===== src/hw/rtl/owrs_pkg.sv =====
// Shared definitions for the 1-Wire ROM search engine: command codes,
// the result bundle and the Dallas CRC8 byte update.
// No dependencies.
`timescale 1ns / 1ps

package owrs_pkg;

  // Command codes on the cmd field.
  localparam logic [1:0] CMD_FIRST = 2'd0;
  localparam logic [1:0] CMD_NEXT  = 2'd1;
  localparam logic [1:0] CMD_BIT   = 2'd2;

  // Bit position counter width (positions 1 .. 65).
  localparam int POS_W = 7;

  // Reflected polynomial for x^8 + x^5 + x^4 + 1.
  localparam logic [7:0] CRC_POLY = 8'h8C;

  // Highest position that still lies in the family byte, plus one.
  localparam logic [POS_W-1:0] FAMILY_LIMIT = 7'd9;

  // One result beat as it leaves the engine.
  typedef struct packed {
    logic        send_search_cmd;
    logic        write_dir;
    logic        direction;
    logic        done_res;
    logic        found;
    logic [63:0] rom_id;
    logic [3:0]  family_disc;
  } owrs_res_t;

  // Dallas CRC8 over one byte, least significant bit first.
  function automatic logic [7:0] crc8_byte(input logic [7:0] crc_in, input logic [7:0] data);
    logic [7:0] crc;
    logic [7:0] b;
    logic       mix;
    crc = crc_in;
    b   = data;
    for (int i = 0; i < 8; i++) begin
      mix = crc[0] ^ b[0];
      crc = crc >> 1;
      if (mix) begin
        crc = crc ^ CRC_POLY;
      end
      b = b >> 1;
    end
    return crc;
  endfunction

endpackage


===== src/hw/rtl/one_wire_rom_search.sv =====
// 1-Wire ROM search engine. Every command beat (begin first search, begin
// next search, or a bit pair read from the bus) produces exactly one result
// beat. Throughput is one beat per clock while the result register is not
// held by res_stall; a beat passes through the command register, then through
// the search step into the result register. The search state update for a
// beat is combinational, so consecutive beats never wait on each other. ID_BITS sets the id length.
//
// Top level: command register, search engine and result register.
// Depends on owrs_pkg and owrs_engine.
`timescale 1ns / 1ps

module one_wire_rom_search #(
  parameter int ID_BITS = 64
) (
  input  logic        clk,
  input  logic        rst,
  input  logic        cmd_valid,
  output logic        cmd_stall,
  input  logic [1:0]  cmd,
  input  logic        presence_ok,
  input  logic        id_bit,
  input  logic        complement_bit,
  output logic        res_valid,
  input  logic        res_stall,
  output logic        send_search_cmd,
  output logic        write_dir,
  output logic        direction,
  output logic        done_res,
  output logic        found,
  output logic [63:0] rom_id,
  output logic [3:0]  family_disc
);
  import owrs_pkg::*;

  logic       in_valid;
  logic [1:0] in_cmd;
  logic       in_presence_ok;
  logic       in_id_bit;
  logic       in_complement_bit;
  logic       advance;
  logic       step;
  owrs_res_t  step_res;
  owrs_res_t  out_res;

  // The pipeline moves when the result register is empty or being taken.
  assign advance   = !res_valid || !res_stall;
  assign step      = in_valid && advance;
  assign cmd_stall = in_valid && !advance;

  // Command register.
  always_ff @(posedge clk) begin
    if (rst) begin
      in_valid <= 1'b0;
    end else if (!cmd_stall) begin
      in_valid <= cmd_valid;
    end
  end

  always_ff @(posedge clk) begin
    if (cmd_valid && !cmd_stall) begin
      in_cmd            <= cmd;
      in_presence_ok    <= presence_ok;
      in_id_bit         <= id_bit;
      in_complement_bit <= complement_bit;
    end
  end

  owrs_engine #(
    .ID_BITS(ID_BITS)
  ) u_engine (
    .clk           (clk),
    .rst           (rst),
    .step          (step),
    .cmd           (in_cmd),
    .presence_ok   (in_presence_ok),
    .id_bit        (in_id_bit),
    .complement_bit(in_complement_bit),
    .res           (step_res)
  );

  // Result register.
  always_ff @(posedge clk) begin
    if (rst) begin
      res_valid <= 1'b0;
    end else if (advance) begin
      res_valid <= step;
    end
  end

  always_ff @(posedge clk) begin
    if (step) begin
      out_res <= step_res;
    end
  end

  assign send_search_cmd = out_res.send_search_cmd;
  assign write_dir       = out_res.write_dir;
  assign direction       = out_res.direction;
  assign done_res        = out_res.done_res;
  assign found           = out_res.found;
  assign rom_id          = out_res.rom_id;
  assign family_disc     = out_res.family_disc;

endmodule


===== src/hw/rtl/owrs_engine.sv =====
// Search state and combinational step logic of the 1-Wire ROM search.
// Depends on owrs_pkg for command codes, the result struct and the CRC8.
`timescale 1ns / 1ps

module owrs_engine #(
  parameter int ID_BITS = 64
) (
  input  logic                  clk,
  input  logic                  rst,
  input  logic                  step,
  input  logic [1:0]            cmd,
  input  logic                  presence_ok,
  input  logic                  id_bit,
  input  logic                  complement_bit,
  output owrs_pkg::owrs_res_t   res
);
  import owrs_pkg::*;

  localparam logic [POS_W-1:0] END_POS = POS_W'(ID_BITS + 1);

  // Search state.
  logic [63:0]      rom_reg;
  logic [POS_W-1:0] last_disc;
  logic [3:0]       last_family_disc;
  logic             last_device;
  logic [POS_W-1:0] bit_pos;
  logic [POS_W-1:0] last_zero_pos;
  logic [7:0]       crc_reg;
  logic             active;

  logic [63:0]      rom_reg_next;
  logic [POS_W-1:0] last_disc_next;
  logic [3:0]       last_family_disc_next;
  logic             last_device_next;
  logic [POS_W-1:0] bit_pos_next;
  logic [POS_W-1:0] last_zero_pos_next;
  logic [7:0]       crc_reg_next;
  logic             active_next;

  // Step logic: one command beat updates the whole search state.
  always_comb begin
    logic [POS_W-1:0] pos;
    logic [POS_W-1:0] pos_inc;
    logic [5:0]       sh;
    logic [2:0]       bidx;
    logic             dir;
    logic             found_v;

    rom_reg_next          = rom_reg;
    last_disc_next        = last_disc;
    last_family_disc_next = last_family_disc;
    last_device_next      = last_device;
    bit_pos_next          = bit_pos;
    last_zero_pos_next    = last_zero_pos;
    crc_reg_next          = crc_reg;
    active_next           = active;

    res.send_search_cmd = 1'b0;
    res.write_dir       = 1'b0;
    res.direction       = 1'b0;
    res.done_res        = 1'b0;
    res.found           = 1'b0;

    pos     = bit_pos;
    pos_inc = bit_pos + POS_W'(1);
    sh      = 6'(bit_pos - POS_W'(1));
    bidx    = 3'(((bit_pos - POS_W'(8)) >> 3));
    dir     = 1'b0;
    found_v = 1'b0;

    case (cmd)
      CMD_FIRST, CMD_NEXT: begin
        if (cmd == CMD_FIRST) begin
          last_disc_next        = '0;
          last_family_disc_next = '0;
          last_device_next      = 1'b0;
        end
        bit_pos_next       = POS_W'(1);
        last_zero_pos_next = '0;
        crc_reg_next       = '0;
        active_next        = 1'b0;
        if (last_device_next || !presence_ok) begin
          last_disc_next        = '0;
          last_family_disc_next = '0;
          last_device_next      = 1'b0;
          res.done_res          = 1'b1;
        end else begin
          active_next         = 1'b1;
          res.send_search_cmd = 1'b1;
        end
      end
      CMD_BIT: begin
        if (active) begin
          if (id_bit && complement_bit) begin
            // No device answered this bit.
            active_next           = 1'b0;
            last_disc_next        = '0;
            last_family_disc_next = '0;
            last_device_next      = 1'b0;
            res.done_res          = 1'b1;
          end else begin
            // Pick the direction: forced by the bus, or a discrepancy.
            if (id_bit != complement_bit) begin
              dir = id_bit;
            end else begin
              if (pos < last_disc) begin
                dir = rom_reg[sh];
              end else begin
                dir = (pos == last_disc);
              end
              if (!dir) begin
                last_zero_pos_next = pos;
                if (pos < FAMILY_LIMIT) begin
                  last_family_disc_next = pos[3:0];
                end
              end
            end
            rom_reg_next[sh] = dir;
            res.write_dir    = 1'b1;
            res.direction    = dir;

            // A completed byte goes through the CRC.
            if (pos[2:0] == 3'd0) begin
              crc_reg_next = crc8_byte(crc_reg, rom_reg_next[{bidx, 3'b000} +: 8]);
            end
            bit_pos_next = pos_inc;

            // End of the pass: check the id and move the markers.
            if (pos_inc >= END_POS) begin
              active_next  = 1'b0;
              res.done_res = 1'b1;
              if (crc_reg_next == 8'd0) begin
                last_disc_next = last_zero_pos_next;
                if (last_zero_pos_next == '0) begin
                  last_device_next = 1'b1;
                end
                found_v = 1'b1;
              end
              if (!found_v || rom_reg_next[7:0] == 8'd0) begin
                last_disc_next        = '0;
                last_family_disc_next = '0;
                last_device_next      = 1'b0;
                found_v               = 1'b0;
              end
            end
          end
        end
      end
      default: begin
      end
    endcase

    res.found       = found_v;
    res.rom_id      = rom_reg_next;
    res.family_disc = last_family_disc_next;
  end

  // State registers advance once per accepted command beat.
  always_ff @(posedge clk) begin
    if (rst) begin
      rom_reg          <= '0;
      last_disc        <= '0;
      last_family_disc <= '0;
      last_device      <= 1'b0;
      bit_pos          <= POS_W'(1);
      last_zero_pos    <= '0;
      crc_reg          <= '0;
      active           <= 1'b0;
    end else if (step) begin
      rom_reg          <= rom_reg_next;
      last_disc        <= last_disc_next;
      last_family_disc <= last_family_disc_next;
      last_device      <= last_device_next;
      bit_pos          <= bit_pos_next;
      last_zero_pos    <= last_zero_pos_next;
      crc_reg          <= crc_reg_next;
      active           <= active_next;
    end
  end

endmodule

===== config.mk =====
export PLATFORM = sky130hd
export DESIGN_NAME = one_wire_rom_search
export DESIGN_NICKNAME = d
export VERILOG_FILES = /design/src/hw/rtl/owrs_pkg.sv /design/src/hw/rtl/one_wire_rom_search.sv /design/src/hw/rtl/owrs_engine.sv
export SDC_FILE = /design/constraint.sdc
export NUM_CORES = 1
export LEC_CHECK = 0
export ABC_AREA = 1
export ABC_CLOCK_PERIOD_IN_PS = 11100
export BUFFER_PORTS_ARGS = -buffer_cell sky130_fd_sc_hd__buf_2
export CAP_MARGIN = 20
export CORE_MARGIN = 2
export CORE_UTILIZATION = 55
export DETAILED_ROUTE_END_ITERATION = 7
export HOLD_SLACK_MARGIN = 0.05
export PLACE_DENSITY = 0.74
export REMOVE_ABC_BUFFERS = 1
export SLEW_MARGIN = 25
export SYNTH_ARGS = -nofsm -noshare
export SYNTH_HDL_FRONTEND = slang
export SYNTH_SLANG_ARGS = --single-unit

===== constraint.sdc =====
create_clock -name clk -period 11.1 [get_ports clk]
set_input_delay 2.22 -clock clk [delete_from_list [all_inputs] [get_ports clk]]
set_output_delay 2.22 -clock clk [all_outputs]
set_load 0.005 [all_outputs]

---- Word level (Yosys, flattened, before mapping) ----
Index checks and enable logic that the tools add are counted.
storage, ports and cells
  flip-flop bits (word level) ............. 179
  bits in latches ......................... 0
  memory bits (writable) .................. 0
  bits in read-only memories .............. 0
  input port bits ......................... 9
  output and inout port bits .............. 75
  logic and storage cells ................. 202
  memories ................................ 0
operators by class
  $add $sub $neg .......................... 3
  multipliers ............................. 0
  divide/modulo/power cells ............... 0
  magnitude comparators ................... 5
  equal/unequal tests ..................... 10
  shift-type cells ........................ 1
  muxes and demuxes ....................... 115
  bitwise logic cells ..................... 19
  reduce and logical (&&, ||, !) cells .... 28
operator list
  cell                                                                     count
  8-bit two-way mux                                                        42
  64-bit two-way mux                                                       3
  7-bit two-way mux                                                        16
  64-bit bitwise mux                                                       1
  64-bit by 7-bit variable part select with 8-bit output                   1
  7-bit case mux with 2 select lines                                       3
  4-bit two-way mux                                                        9
  1-bit two-way mux                                                        33
  2-bit NOT with 3-bit output                                              8
  8-bit logical NOT                                                        2
  8-bit case mux with 2 select lines                                       1
  6-bit AND reduction                                                      2
  4-bit by 1-bit inequality test with 1-bit output, second input constant  2
  4-bit case mux with 2 select lines                                       1
  1-bit XOR                                                                8
  7-bit by 1-bit adder with 7-bit output, second input constant            1
  7-bit == test                                                            1
  7-bit >= comparator, second input constant                               1
  7-bit logical NOT                                                        1
  6-bit by 7-bit < comparator with 1-bit output, second input constant     1
  7-bit by 4-bit < comparator with 1-bit output, second input constant     1
  7-bit < comparator                                                       1
  1-bit binary-select mux with 6-bit select                                1
  1-bit demux with 6-bit select                                            1
  23 further kinds                                                         40

---- Longest topological paths before layout ----
Gate-level depths: netlist of run 1.
  depth in word-level cells ............... 75
  gate-level depth with buffers ........... 45
  mapped depth without buffers ............ 39

---- Hierarchy ----
Synthesis of run 1 repeated with hierarchy kept, for this count alone.
second synthesis, totals
  cell total of the unflattened synthesis .. 1626
  area, all modules ....................... 11099.4 um2
modules (own cells, without submodules)
  module               instances  cells an instance  area an instance (um2)  seq. area each (um2)
  owrs_engine          1          1536               8665.8                  1981.9
  one_wire_rom_search  1          90                 2433.6                  2382.3

---- Worst setup path after synthesis of run 1 ----
No wires, ideal clock.
  path kind ............................... input port to flip-flop
  start ................................... input port res_stall
  end ..................................... register out_res (netlist bit direction) (enable)
  library setup time ...................... 0.466 ns
  data arrival time ....................... 4.934 ns
  data required time ...................... 10.634 ns
  path slack .............................. 5.700 ns
  stages on the path ...................... 5
  path buffers ............................ 2
  path through ............................ nand2_1 -> inv_1 -> nor2_1 -> clkbuf_1 -> clkbuf_1
on the way
  word-level cells in the longest chain between the ends .. 3
ends and longest elaborated chain
  what                  line                       text
  from (decl)           one_wire_rom_search.sv:24  input logic res_stall,
  1-bit logical NOT     one_wire_rom_search.sv:46  assign advance = !res_valid || !res_stall;
  1-bit logical OR      one_wire_rom_search.sv:46
  1-bit logical AND     one_wire_rom_search.sv:47  assign step = in_valid && advance;
  via step              one_wire_rom_search.sv:41  logic step;
  to (signal assigned)  one_wire_rom_search.sv:92  out_res <= step_res;
  to (decl)             one_wire_rom_search.sv:43  owrs_res_t out_res;
The timed path passes the listed nets, and every way through them passes these cells.
A chain may end at the register's enable or synchronous reset.

---- Worst setup path in the final report of run 1 ----
  start ................................... register u_engine.bit_pos[0]
  end ..................................... register u_engine.last_family_disc[2]
on the way
  word-level cells in the longest chain between the ends .. 71
  elaborated cells on any way between the ends .. 98
  those cells by class .................... 3 x add/sub; 5 x order compare; 1 x eq/ne; 1 x shift; 67 x mux; 15 x bitwise; 6 x reduce/logical
ends and longest elaborated chain
  what                                         line                text
  from (decl)                                  owrs_engine.sv:26   logic [POS_W-1:0] bit_pos;
  from (signal assigned)                       owrs_engine.sv:174  bit_pos <= bit_pos_next;
  6-bit by 1-bit subtractor with 6-bit output  owrs_engine.sv:66   sh = 6'(bit_pos - POS_W'(1));
  1-bit binary-select mux with 6-bit select    owrs_engine.sv:107  dir = rom_reg[sh];
  1-bit two-way mux (not written as such)      owrs_engine.sv:107
  1-bit two-way mux                            owrs_engine.sv:106  if (pos < last_disc) begin
  1-bit two-way mux                            owrs_engine.sv:103  if (id_bit != complement_bit) begin
  1-bit two-way mux                            owrs_engine.sv:94   if (id_bit && complement_bit) begin
  1-bit two-way mux                            owrs_engine.sv:93   if (active) begin
  1-bit two-way mux                            owrs_engine.sv:71   case (cmd)
  [55 not listed]                              -
  1-bit two-way mux                            owrs_engine.sv:71
  1-bit logical NOT                            owrs_engine.sv:139  if (!found_v || rom_reg_next[7:0] == 8'd0) begin
  1-bit logical OR                             owrs_engine.sv:139
  4-bit two-way mux                            owrs_engine.sv:139
  4-bit two-way mux (*)                        owrs_engine.sv:129  if (pos_inc >= END_POS) begin
  4-bit two-way mux (*)                        owrs_engine.sv:94
  4-bit two-way mux (*)                        owrs_engine.sv:93
  4-bit case mux with 2 select lines (*)       owrs_engine.sv:71
  to (signal assigned)                         owrs_engine.sv:172  last_family_disc <= last_family_disc_next;
  to (decl)                                    owrs_engine.sv:24   logic [3:0] last_family_disc;
Every way passes the cells marked *; elsewhere a longest branch is shown, timed or not. The select of a mux whose other input is x is not followed.

==> impl_metrics.tcl, run 1 <==
set metrics [dict create \
    drive_gt1_share_pct 11.2 \
    htreeDepth 4 \
    dieWidth_microns 146 \
    critPathKind "flop to flop" \
    skew_ns 0.0128 \
    syn2layout_area_growth_pct 9.55 \
    clkPwrFrac_pct 37.6 \
    whs_ns 0.466 \
    synth_cell_types 46 \
    fin_setup_tns_ns 0 \
    layout_common_cells "nand2_1 (358), o21ai_0 (201), inv_1 (197)" \
    firstDrtPassIters 6 \
    drtIter0Drc 1270 \
    synthCells 1605 \
    place_congestion 0.956 \
    ir_worst_vdd_mv 0.115 \
    grt-busiest-layer "met2" \
    synth_ff_type "dfxtp_1" \
    cts_setup_buffers 0 \
    reg2reg_slack_ns 4.96 \
    ys_seq_area_share_pct 39.5 \
    synth_largest_area_cell "edfxtp_1" \
    clock_path_buffers 2 \
    ant_nets 0 \
    path_max_fanout 45 \
    grt_overflow_total 0 \
    fmax_mhz 163 \
    clk_pin_slew_ns 0.08 \
    antenna_found_initial 0 \
    syn-cell-area_sq_um 11000 \
    finalCritPeriodShare_pct 55.3 \
    regToRegEndpoint "u_engine.last_family_disc[2]" \
    max_slew.worst_pin.slew_ns 0.997 \
    synth_seq_cells 179 \
    syn_area_per_cell_sq_um 6.88 \
    worstRegToRegCells 36 \
    hold_path_class "flop to flop" \
    grt_pass1_vias 9873 \
    cpMostUsedCell "nand2_1" \
    grt_pass1_wl_mm 48.9 \
    cpMaxStageDelayCell "ha_1" \
    fin_ws_ns 4.96 \
    viasPerCell 5.68 \
    power.density_nw_per_um2 142 \
    rsz0062_at_grt "no" \
    num_rows 51 \
    internal_power_mw 1.19 \
    gr-usage-met1_pct 38.0 \
    numClockSinks 179 \
    async_flop_share_pct 0 \
    holdBufCountCts 0 \
    slew_viol_final 0 \
    num_vias 10822 \
    hp-start "u_engine.last_zero_pos[6]" \
    die_h_microns 146 \
    grt_max_degree 111 \
    holdPathEnd "u_engine.last_zero_pos[6]" \
    root_buffer "clkbuf_16" \
    crit_buf_inv 5 \
    finalNetCount 1650 \
    start_util_pct 56.4 \
    die_area_sq_um 21200 \
    status "finished clean" \
    diodes 0 \
    whs_path_depth 2 \
    ys_warn_count 0 \
    cts_tree "done" \
    critical_path.top_delay_family "simple AND/OR/NAND/NOR gates" \
    io_buffers 83 \
    place_ws_ns 5.13 \
    p_sw_share_pct 31.0 \
    wl_per_cell_microns 15.8 \
    hold_viol 0 \
    drv_cap 0 \
    numCtsBuffers 17 \
    final_util_pct 61.7 \
    start_kind "flop" \
    leakage_nw 5.29 \
    p_comb_share_pct 18.6 \
    drc 0 \
    dp_hpwl_mm 20.3 \
    final_common_cell "nand2_1" \
    cts_resized 0 \
    wl_mm 30.1 \
    finalSetupViolCount 0 \
    grt_use_met3_pct 4.11 \
    cp.required_ns 11.49 \
    io_pins 84 \
    ys_top_cells_by_area "edfxtp_1 (21%), dfxtp_1 (18%), nand2_1 (12%)" \
    timing.rr.start "u_engine.bit_pos[0]" \
    worstSetupEndpointType "flop" \
    clock_latency_ns 0.44 \
    grt_use_total_pct 28.1 \
    period_minus_slack_ns 6.14 \
    path_depth 36 \
    cp.arrival_ns 6.53 \
    synth_edf_count 78 \
    core_sq_um 19600 \
    max_stage_delay_ns 0.80 \
    synth_top_area_share_pct 21.2 \
    p_switching_mw 0.533 \
    gr-usage-met2_pct 44.6 \
    max-slew-margin-rel_pct 33.5 \
    seq_power_share_pct 43.8 \
]
-- power groups by stage --
stage	clock network [mW]	registers [mW]	logic, mW
CTS	0.650	0.752	0.315
detailed placement	0	0.766	0.313
global placement	0	0.765	0.307
global route	0.677	0.756	0.359
floorplan	0	0.767	0.222
finish	0.646	0.753	0.319
-- synthesized netlist by cell type (3+ instances only) --
cell / number
inv_2: 7
nand4_1: 5
o21ai_0: 201
buf_1: 6
nand2_1: 358
nor3_1: 8
xor2_2: 3
edfxtp_1: 78
a21oi_1: 96
nor2_1: 126
clkbuf_1: 57
o21ai_1: 20
buf_2: 21
nand3b_1: 7
dfxtp_1: 101
and2_1: 7
o211ai_1: 13
nand3_2: 14
xor2_1: 8
inv_1: 197
nand2_4: 3
nand2_2: 17
nand3_1: 196
or2_2: 7
ha_1: 15
buf_4: 5
o22ai_1: 3
-- through the flow --
stage	cells	cell area, sq um	power, mW
final	1904	12100	1.72
after global routing	1904	12100	1.79
after CTS	1904	12100	1.72
after detailed placement	1872	11500	1.08
after global placement	1872	11500	1.07
after floorplan	1513	10600	0.989
-- how the worst max path moves through the flow --
| stage | start | end | slack [ns] |
|---|---|---|---|
| final | u_engine.bit_pos[0] | u_engine.last_family_disc[2] | 4.96 |
| after global routing | u_engine.bit_pos[0] | u_engine.last_family_disc[1] | 4.29 |
| after CTS | u_engine.bit_pos[0] | u_engine.last_family_disc[2] | 5.09 |
| after detailed placement | u_engine.bit_pos[0] | u_engine.last_family_disc[2] | 5.13 |
| after global placement | u_engine.bit_pos[0] | u_engine.last_family_disc[3] | 5.26 |
| after floorplan | res_stall | u_engine.bit_pos[1] | 0.21 |
-- logic make-up after synthesis --
kind of cell,after synthesis,synth area share (%)
adders and majority gates,15,1.70
DFF,179,39.5
xor gates and xnor gates,12,1.16
buffers and inverters,298,10.8
AOI/OAI and AO/OA,345,16.3
and+or+nand+nor,756,30.5
-- area by class of cell --
class | count | area, sq um
fillers | 1814 | 7500
multi-input cells | 1128 | 5500
flip-flops and latches | 179 | 4360
inverters | 206 | 773
repair buffers | 94 | 502
clock buffers | 20 | 468
well taps | 265 | 332
clock inverters | 12 | 159
-- layer usage --
metal	routed length, microns	vias to the layer above
met5	0	-
met4	1130	0
met3	2350	91
met2	13800	503
met1	12800	4906
li1	-	5322
-- worst reg2reg max path: cells and delay by family, from the launching register on --
kind / cells / cell delay (ns)
buf+inv: 5 / 1.36
compound gates: 2 / 0.39
xor+xnor: 1 / 0.16
flops: 1 / 0.31
fa+ha+maj: 1 / 0.81
simple gates: 27 / 3.09
No activity file was read; power rests on OpenSTA's default activity.
==> inputs of run 2 (changes only) <==
--- a/config.mk
+++ b/config.mk
@@ -5,8 +5,8 @@
 export SDC_FILE = /design/constraint.sdc
 export NUM_CORES = 1
 export LEC_CHECK = 0
-export ABC_AREA = 1
-export ABC_CLOCK_PERIOD_IN_PS = 11100
+export ABC_AREA = 0
+export ABC_CLOCK_PERIOD_IN_PS = 6290
 export BUFFER_PORTS_ARGS = -buffer_cell sky130_fd_sc_hd__buf_2
 export CAP_MARGIN = 20
 export CORE_MARGIN = 2
==> constraint.sdc (replaced) <==
create_clock -name clk -period 6.29 [get_ports clk]
set_input_delay 1.258 -clock clk [delete_from_list [all_inputs] [get_ports clk]]
set_output_delay 1.258 -clock clk [all_outputs]
set_load 0.005 [all_outputs]
==> impl_metrics.tcl, run 2 <==
set metrics [dict create \
    ir_worst_vdd_mv 0.176 \
    io_buffers 83 \
    clock_path_buffers 2 \
    root_buffer "clkbuf_16" \
    grt_max_degree 81 \
    fin_area_sq_um 12200 \
    clock_latency_ns 0.44 \
    synth_top_area_share_pct 21.5 \
    ys_seq_area_share_pct 40.0 \
    wl_met3_mm 4.54 \
    layout_common_cells "nor2_1 (207), nand2_1 (143), dfxtp_1 (101)" \
    dr_wl_met2_mm 16.7 \
    ys_top_cells_by_area "edfxtp_1 (21%), dfxtp_1 (19%), nor2_1 (7.2%)" \
    max_slew.worst_pin.slew_ns 0.979 \
    grt_pass1_wl_mm 58.5 \
    diodes 0 \
    wl_per_cell_microns 24.0 \
    drtIter0Drc 1445 \
    finalCritPeriodShare_pct 97.4 \
    hold_viol 0 \
    skew_ns 0.0125 \
    synth.cells.most_frequent "nor2_1 (208), nand2_1 (144), dfxtp_1 (101), nor3_1 (96), o21ai_0 (96)" \
    status "finished with violations" \
    synth_edf_count 78 \
    synth_seq_cells 179 \
    numCtsBuffers 17 \
    firstDrtPassIters 8 \
    synth_ff_type "dfxtp_1" \
    cp.arrival_ns 6.48 \
    max-slew-margin-rel_pct 34.7 \
    io_pins 84 \
    slew_viol_final 0 \
    timing.rr.start "u_engine.bit_pos[4]" \
    cp.required_ns 6.64 \
    die_area_sq_um 21000 \
    num_rows 51 \
    syn_area_per_cell_sq_um 8.53 \
    final_common_cell "nor2_1" \
    place_congestion 1.08 \
    path_max_fanout 21 \
    fmax_mhz 163 \
    core_sq_um 19500 \
    grt_overflow_total 0 \
    drt-met1-wl_mm 16.1 \
    rsz0062_at_grt "no" \
    power.density_nw_per_um2 226 \
    critPathKind "flop to flop" \
    drv_cap 0 \
    finalNetCount 1356 \
    leakage_nw 4.33 \
    worstSetupEndpointType "flop" \
    syn2layout_area_growth_pct 11.5 \
    synth_cell_types 106 \
    clk_pin_slew_ns 0.07 \
    start_util_pct 56.0 \
    syn-cell-area_sq_um 10900 \
    whs_ns 0.454 \
    cts_tree "done" \
    antenna_found_initial 0 \
    async_flop_share_pct 0 \
    numClockSinks 179 \
    num_vias 10712 \
    drive_gt1_share_pct 17.0 \
    period_minus_slack_ns 6.13 \
    hp-start "u_engine.last_disc[4]" \
    yosysMostFrequentCell "nor2_1" \
    finalSetupViolCount 0 \
    critPathLaunch "u_engine.bit_pos[4]" \
    place_area_sq_um 11500 \
    ys_warn_count 0 \
    synth_largest_area_cell "edfxtp_1" \
    synthCells 1278 \
    dr.max_layer_used "met4" \
    hold_path_class "flop to flop" \
    start_kind "flop" \
    ant_nets 0 \
    dieWidth_microns 145 \
    violations "DRC" \
    grt_use_total_pct 37.4 \
    wl_mm 38.6 \
    htreeDepth 4 \
    drc 5 \
    viasPerCell 6.65 \
    dp_hpwl_mm 27.9 \
    grt_pass1_vias 9621 \
    die_h_microns 145 \
]
==> run 2: per-layer routing <==
metal  global-route usage, %  vias to the layer above
li1                        -                     4789
met1                    53.4                     5074
met3                    8.72                      120
met4                    13.2                        0
met5                       0                        -
met2                    55.4                      729
==> run 2: cells by family (layout without fill, tap and decap cells) <==
group,count (synthesis),after routing,synth area share [%]
simple gates,568,568,24.0
fa+ha+maj,15,15,1.72
compound gates,341,341,22.0
xor+xnor,28,28,2.89
mux,36,36,4.67
flops,179,179,40.0
buf+inv,111,178,4.70
==> run 2: stage by stage <==
step                      TNS (ns)  setup slack (ns)  power (mW)  instances  util [%]
after floorplan             -16.71            -0.724        1.53       1192         -
after global placement           0             0.581        1.65       1578      59.3
after detailed placement         0             0.506        1.65       1578      59.3
after CTS                        0             0.394        2.74       1610      62.4
after global routing             0            0.0235        2.82       1610      62.5
final                            0             0.162        2.74       1610      62.5
==> run 2: power breakdown <==
part | switching (mW) | internal, mW | leakage [nW] | total, mW
Clock | 0.513 | 0.590 | 0.301 | 1.10
Combinational | 0.193 | 0.115 | 2.46 | 0.307
Sequential | 0.0593 | 1.27 | 1.57 | 1.33
Total | 0.765 | 1.98 | 4.33 | 2.74
==> run 2: timing repair <==
action	4_1_cts	5_1_grt
hold buffers	0	0
setup endpoints to repair	0	3
resized for setup	0	1
buffers inserted	0	0
==> run 2: worst paths after layout <==
kind                                                     end  slack (ns)  depth (start not counted)
worst max-delay path            u_engine.last_family_disc[3]        0.16                         18
worst max register to register  u_engine.last_family_disc[3]        0.16                         18
worst min register to register         u_engine.last_disc[4]        0.45                          2
worst min-delay path                   u_engine.last_disc[4]        0.45                          2
==> run 2: critical path: stages, from the launching register on <==
cell,delay (ns)
dfxtp_1,0.57
inv_1,0.27
ha_1,0.28
or4b_4,0.53
a21o_1,0.34
a21oi_2,0.49
buf_4,0.26
nand2_1,0.09
a221o_1,0.35
o31ai_1,0.08
a221o_1,0.32
mux2i_1,0.43
and4_1,0.28
nor3_1,0.08
a2111oi_2,0.37
o221ai_1,0.28
o21ai_1,0.60
o21bai_1,0.19
o22ai_1,0.22
==> run 2: area by class of cell <==
cell class	instances	area [sq um]
multi-input cells	988	6050
well taps	265	332
clock inverters	13	158
repair buffers	121	703
fillers	1713	7310
flip-flops and latches	179	4360
clock buffers	19	453
inverters	25	96.3
==> inputs of run 3 (changes only) <==
--- a/config.mk
+++ b/config.mk
@@ -9,9 +9,9 @@
 export ABC_CLOCK_PERIOD_IN_PS = 6290
 export BUFFER_PORTS_ARGS = -buffer_cell sky130_fd_sc_hd__buf_2
 export CAP_MARGIN = 20
-export CORE_MARGIN = 2
 export CORE_UTILIZATION = 55
 export DETAILED_ROUTE_END_ITERATION = 7
+export GPL_TIMING_DRIVEN = 0
 export HOLD_SLACK_MARGIN = 0.05
 export PLACE_DENSITY = 0.74
 export REMOVE_ABC_BUFFERS = 1
==> impl_metrics.tcl, run 3 (synthesis gave the netlist of run 2 again) <==
set metrics [dict create \
    cp_cell_sequence "buf_16 > clkinvlp_4 > ha_1 > or4b_4 > and3_1 > a211oi_2 > o31ai_1 > nor4_1 > o21ai_0 > o211a_4 > xnor2_2 > or4_1 > o2111ai_1 > o21ai_1 > a211o_1 > or3b_1 > a21oi_1" \
    period_minus_slack_ns 6.15 \
    clk_pin_slew_ns 0.07 \
    drc 0 \
    max_slew.worst_pin.slew_ns 1.12 \
    clock_path_buffers 2 \
    io_buffers 83 \
    crit_buf_inv 2 \
    layout_common_cells "nor2_1 (208), nand2_1 (143), o21ai_0 (96), dfxtp_1 (96), nor3_1 (95)" \
    grt_pass1_vias 9309 \
    max-slew-margin-rel_pct 24.9 \
    num_vias 10531 \
    cpMaxStageDelayCell "a211oi_2" \
    status "finished clean" \
    power.density_nw_per_um2 224 \
    leakage_nw 4.34 \
    syn2layout_area_growth_pct 13.4 \
    die_h_microns 143 \
    final_common_cell "nor2_1" \
    drv_cap 0 \
    timing.rr.start "u_engine.bit_pos[3]" \
    start_kind "flop" \
    dpl.cell_count 1549 \
    grt_max_degree 118 \
    root_buffer "clkbuf_16" \
    place_congestion 0.997 \
    slew_viol_final 0 \
    hp-start "u_engine.last_disc[5]" \
    dieWidth_microns 143 \
    diodes 0 \
    wl_mm 37.0 \
    htreeDepth 4 \
    grt_overflow_total 0 \
    ir_worst_vdd_mv 0.187 \
    hold_viol 0 \
    cp.arrival_ns 6.51 \
    fmax_mhz 163 \
    instances_no_fill 1597 \
    max_stage_delay_ns 0.99 \
    hold_path_class "flop to flop" \
    worstSetupEndpointType "flop" \
    critPathLaunch "u_engine.bit_pos[3]" \
    antenna_found_initial 0 \
    die_area_sq_um 20400 \
    clock_latency_ns 0.46 \
    io_pins 84 \
    finalSetupViolCount 0 \
    path_max_fanout 21 \
    p_total_mw 2.76 \
    grt_pass1_wl_mm 55.7 \
    finalCritPeriodShare_pct 97.7 \
    start_util_pct 56.0 \
    cp.required_ns 6.66 \
    ant_nets 0 \
    rsz0062_at_grt "no" \
    drive_gt1_share_pct 17.7 \
    numCtsBuffers 17 \
    finalNetCount 1343 \
    dp_hpwl_mm 25.3 \
    numClockSinks 179 \
    holdBufCountCts 0 \
    firstDrtPassIters 6 \
    cts_tree "done" \
    nFillCells 1663 \
    critPathKind "flop to flop" \
    critical_path.top_delay_family "compound AO/OA/AOI/OAI gates" \
    num_rows 51 \
    wl_per_cell_microns 23.2 \
    grt_use_total_pct 37.0 \
    core_sq_um 19500 \
    drtIter0Drc 1456 \
    fin_setup_tns_ns 0 \
    skew_ns 0.0201 \
    viasPerCell 6.59 \
]
[run 3: cell types whose count changed in the layout (fill, tap and decap cells not counted), moves of 3 or more]
cell	delta
dfxtp_2	+3
o22ai_1	-3
buf_4	-23
ha_1	-3
buf_16	+4
dfxtp_1	-5
o22ai_2	+3
[run 3: path summary, 6_finish.rpt]
check | cells after the start | endpoint | slack (ns)
hold / removal | 2 | u_engine.last_disc[5] | 0.46
hold reg to reg | 2 | u_engine.last_disc[5] | 0.46
setup reg to reg | 17 | u_engine.last_family_disc[2] | 0.14
setup / recovery | 17 | u_engine.last_family_disc[2] | 0.14
[run 3: final cells by class]
| cell class | instances | area, sq um | area share [%] |
|---|---|---|---|
| Tap cell | 265 | 332 | 2.68 |
| Timing Repair Buffer | 106 | 707 | 5.72 |
| Clock buffer | 18 | 439 | 3.55 |
| Clock inverter | 14 | 183 | 1.48 |
| Sequential cell | 179 | 4380 | 35.4 |
| Inverter | 25 | 108 | 0.870 |
| Multi-Input combinational cell | 990 | 6220 | 50.3 |
[run 3: worst reg2reg max path, cell delays in order (launching register included)]
cell,delay [ns]
dfxtp_4,0.45
buf_16,0.21
clkinvlp_4,0.19
ha_1,0.29
or4b_4,0.53
and3_1,0.37
a211oi_2,0.99
o31ai_1,0.16
nor4_1,0.32
o21ai_0,0.22
o211a_4,0.24
xnor2_2,0.24
or4_1,0.55
o2111ai_1,0.15
o21ai_1,0.14
a211o_1,0.46
or3b_1,0.40
a21oi_1,0.15
[run 3: metrics by stage]
step           hold slack (ns)  worst slack, ns  instance area, sq um  utilization (%)
2_1_floorplan            0.426           -0.724                 10500                -
3_3_place_gp             0.440            -4.45                 11200             57.7
3_5_place_dp             0.445           -0.678                 11500             58.9
4_1_cts                  0.454           0.0676                 12200             62.7
5_1_grt                  0.475           0.0232                 12400             63.5
6_report                 0.456            0.145                 12400             63.5
[run 3: where the power goes]
part	switching (mW)	internal [mW]	total [mW]	leakage [nW]
Sequential	0.0525	1.27	1.32	1.57
Combinational	0.194	0.118	0.312	2.46
Clock	0.511	0.616	1.13	0.306
[run 3: per-layer routing]
metal | vias to the layer above | part of all wire, % | GRT usage, %
met1 | 4951 | 41 | 49.2
met3 | 139 | 11 | 9.46
li1 | 4787 | - | -
met2 | 654 | 43 | 55.4
met4 | 0 | 5.2 | 19.1
met5 | - | 0 | 0
[run 3: repair_timing]
item	in CTS	in global routing
buffers inserted	3	11
gates cloned	2	0
gates resized for setup	11	12
pin swaps	4	3
endpoints found under the setup margin	17	17
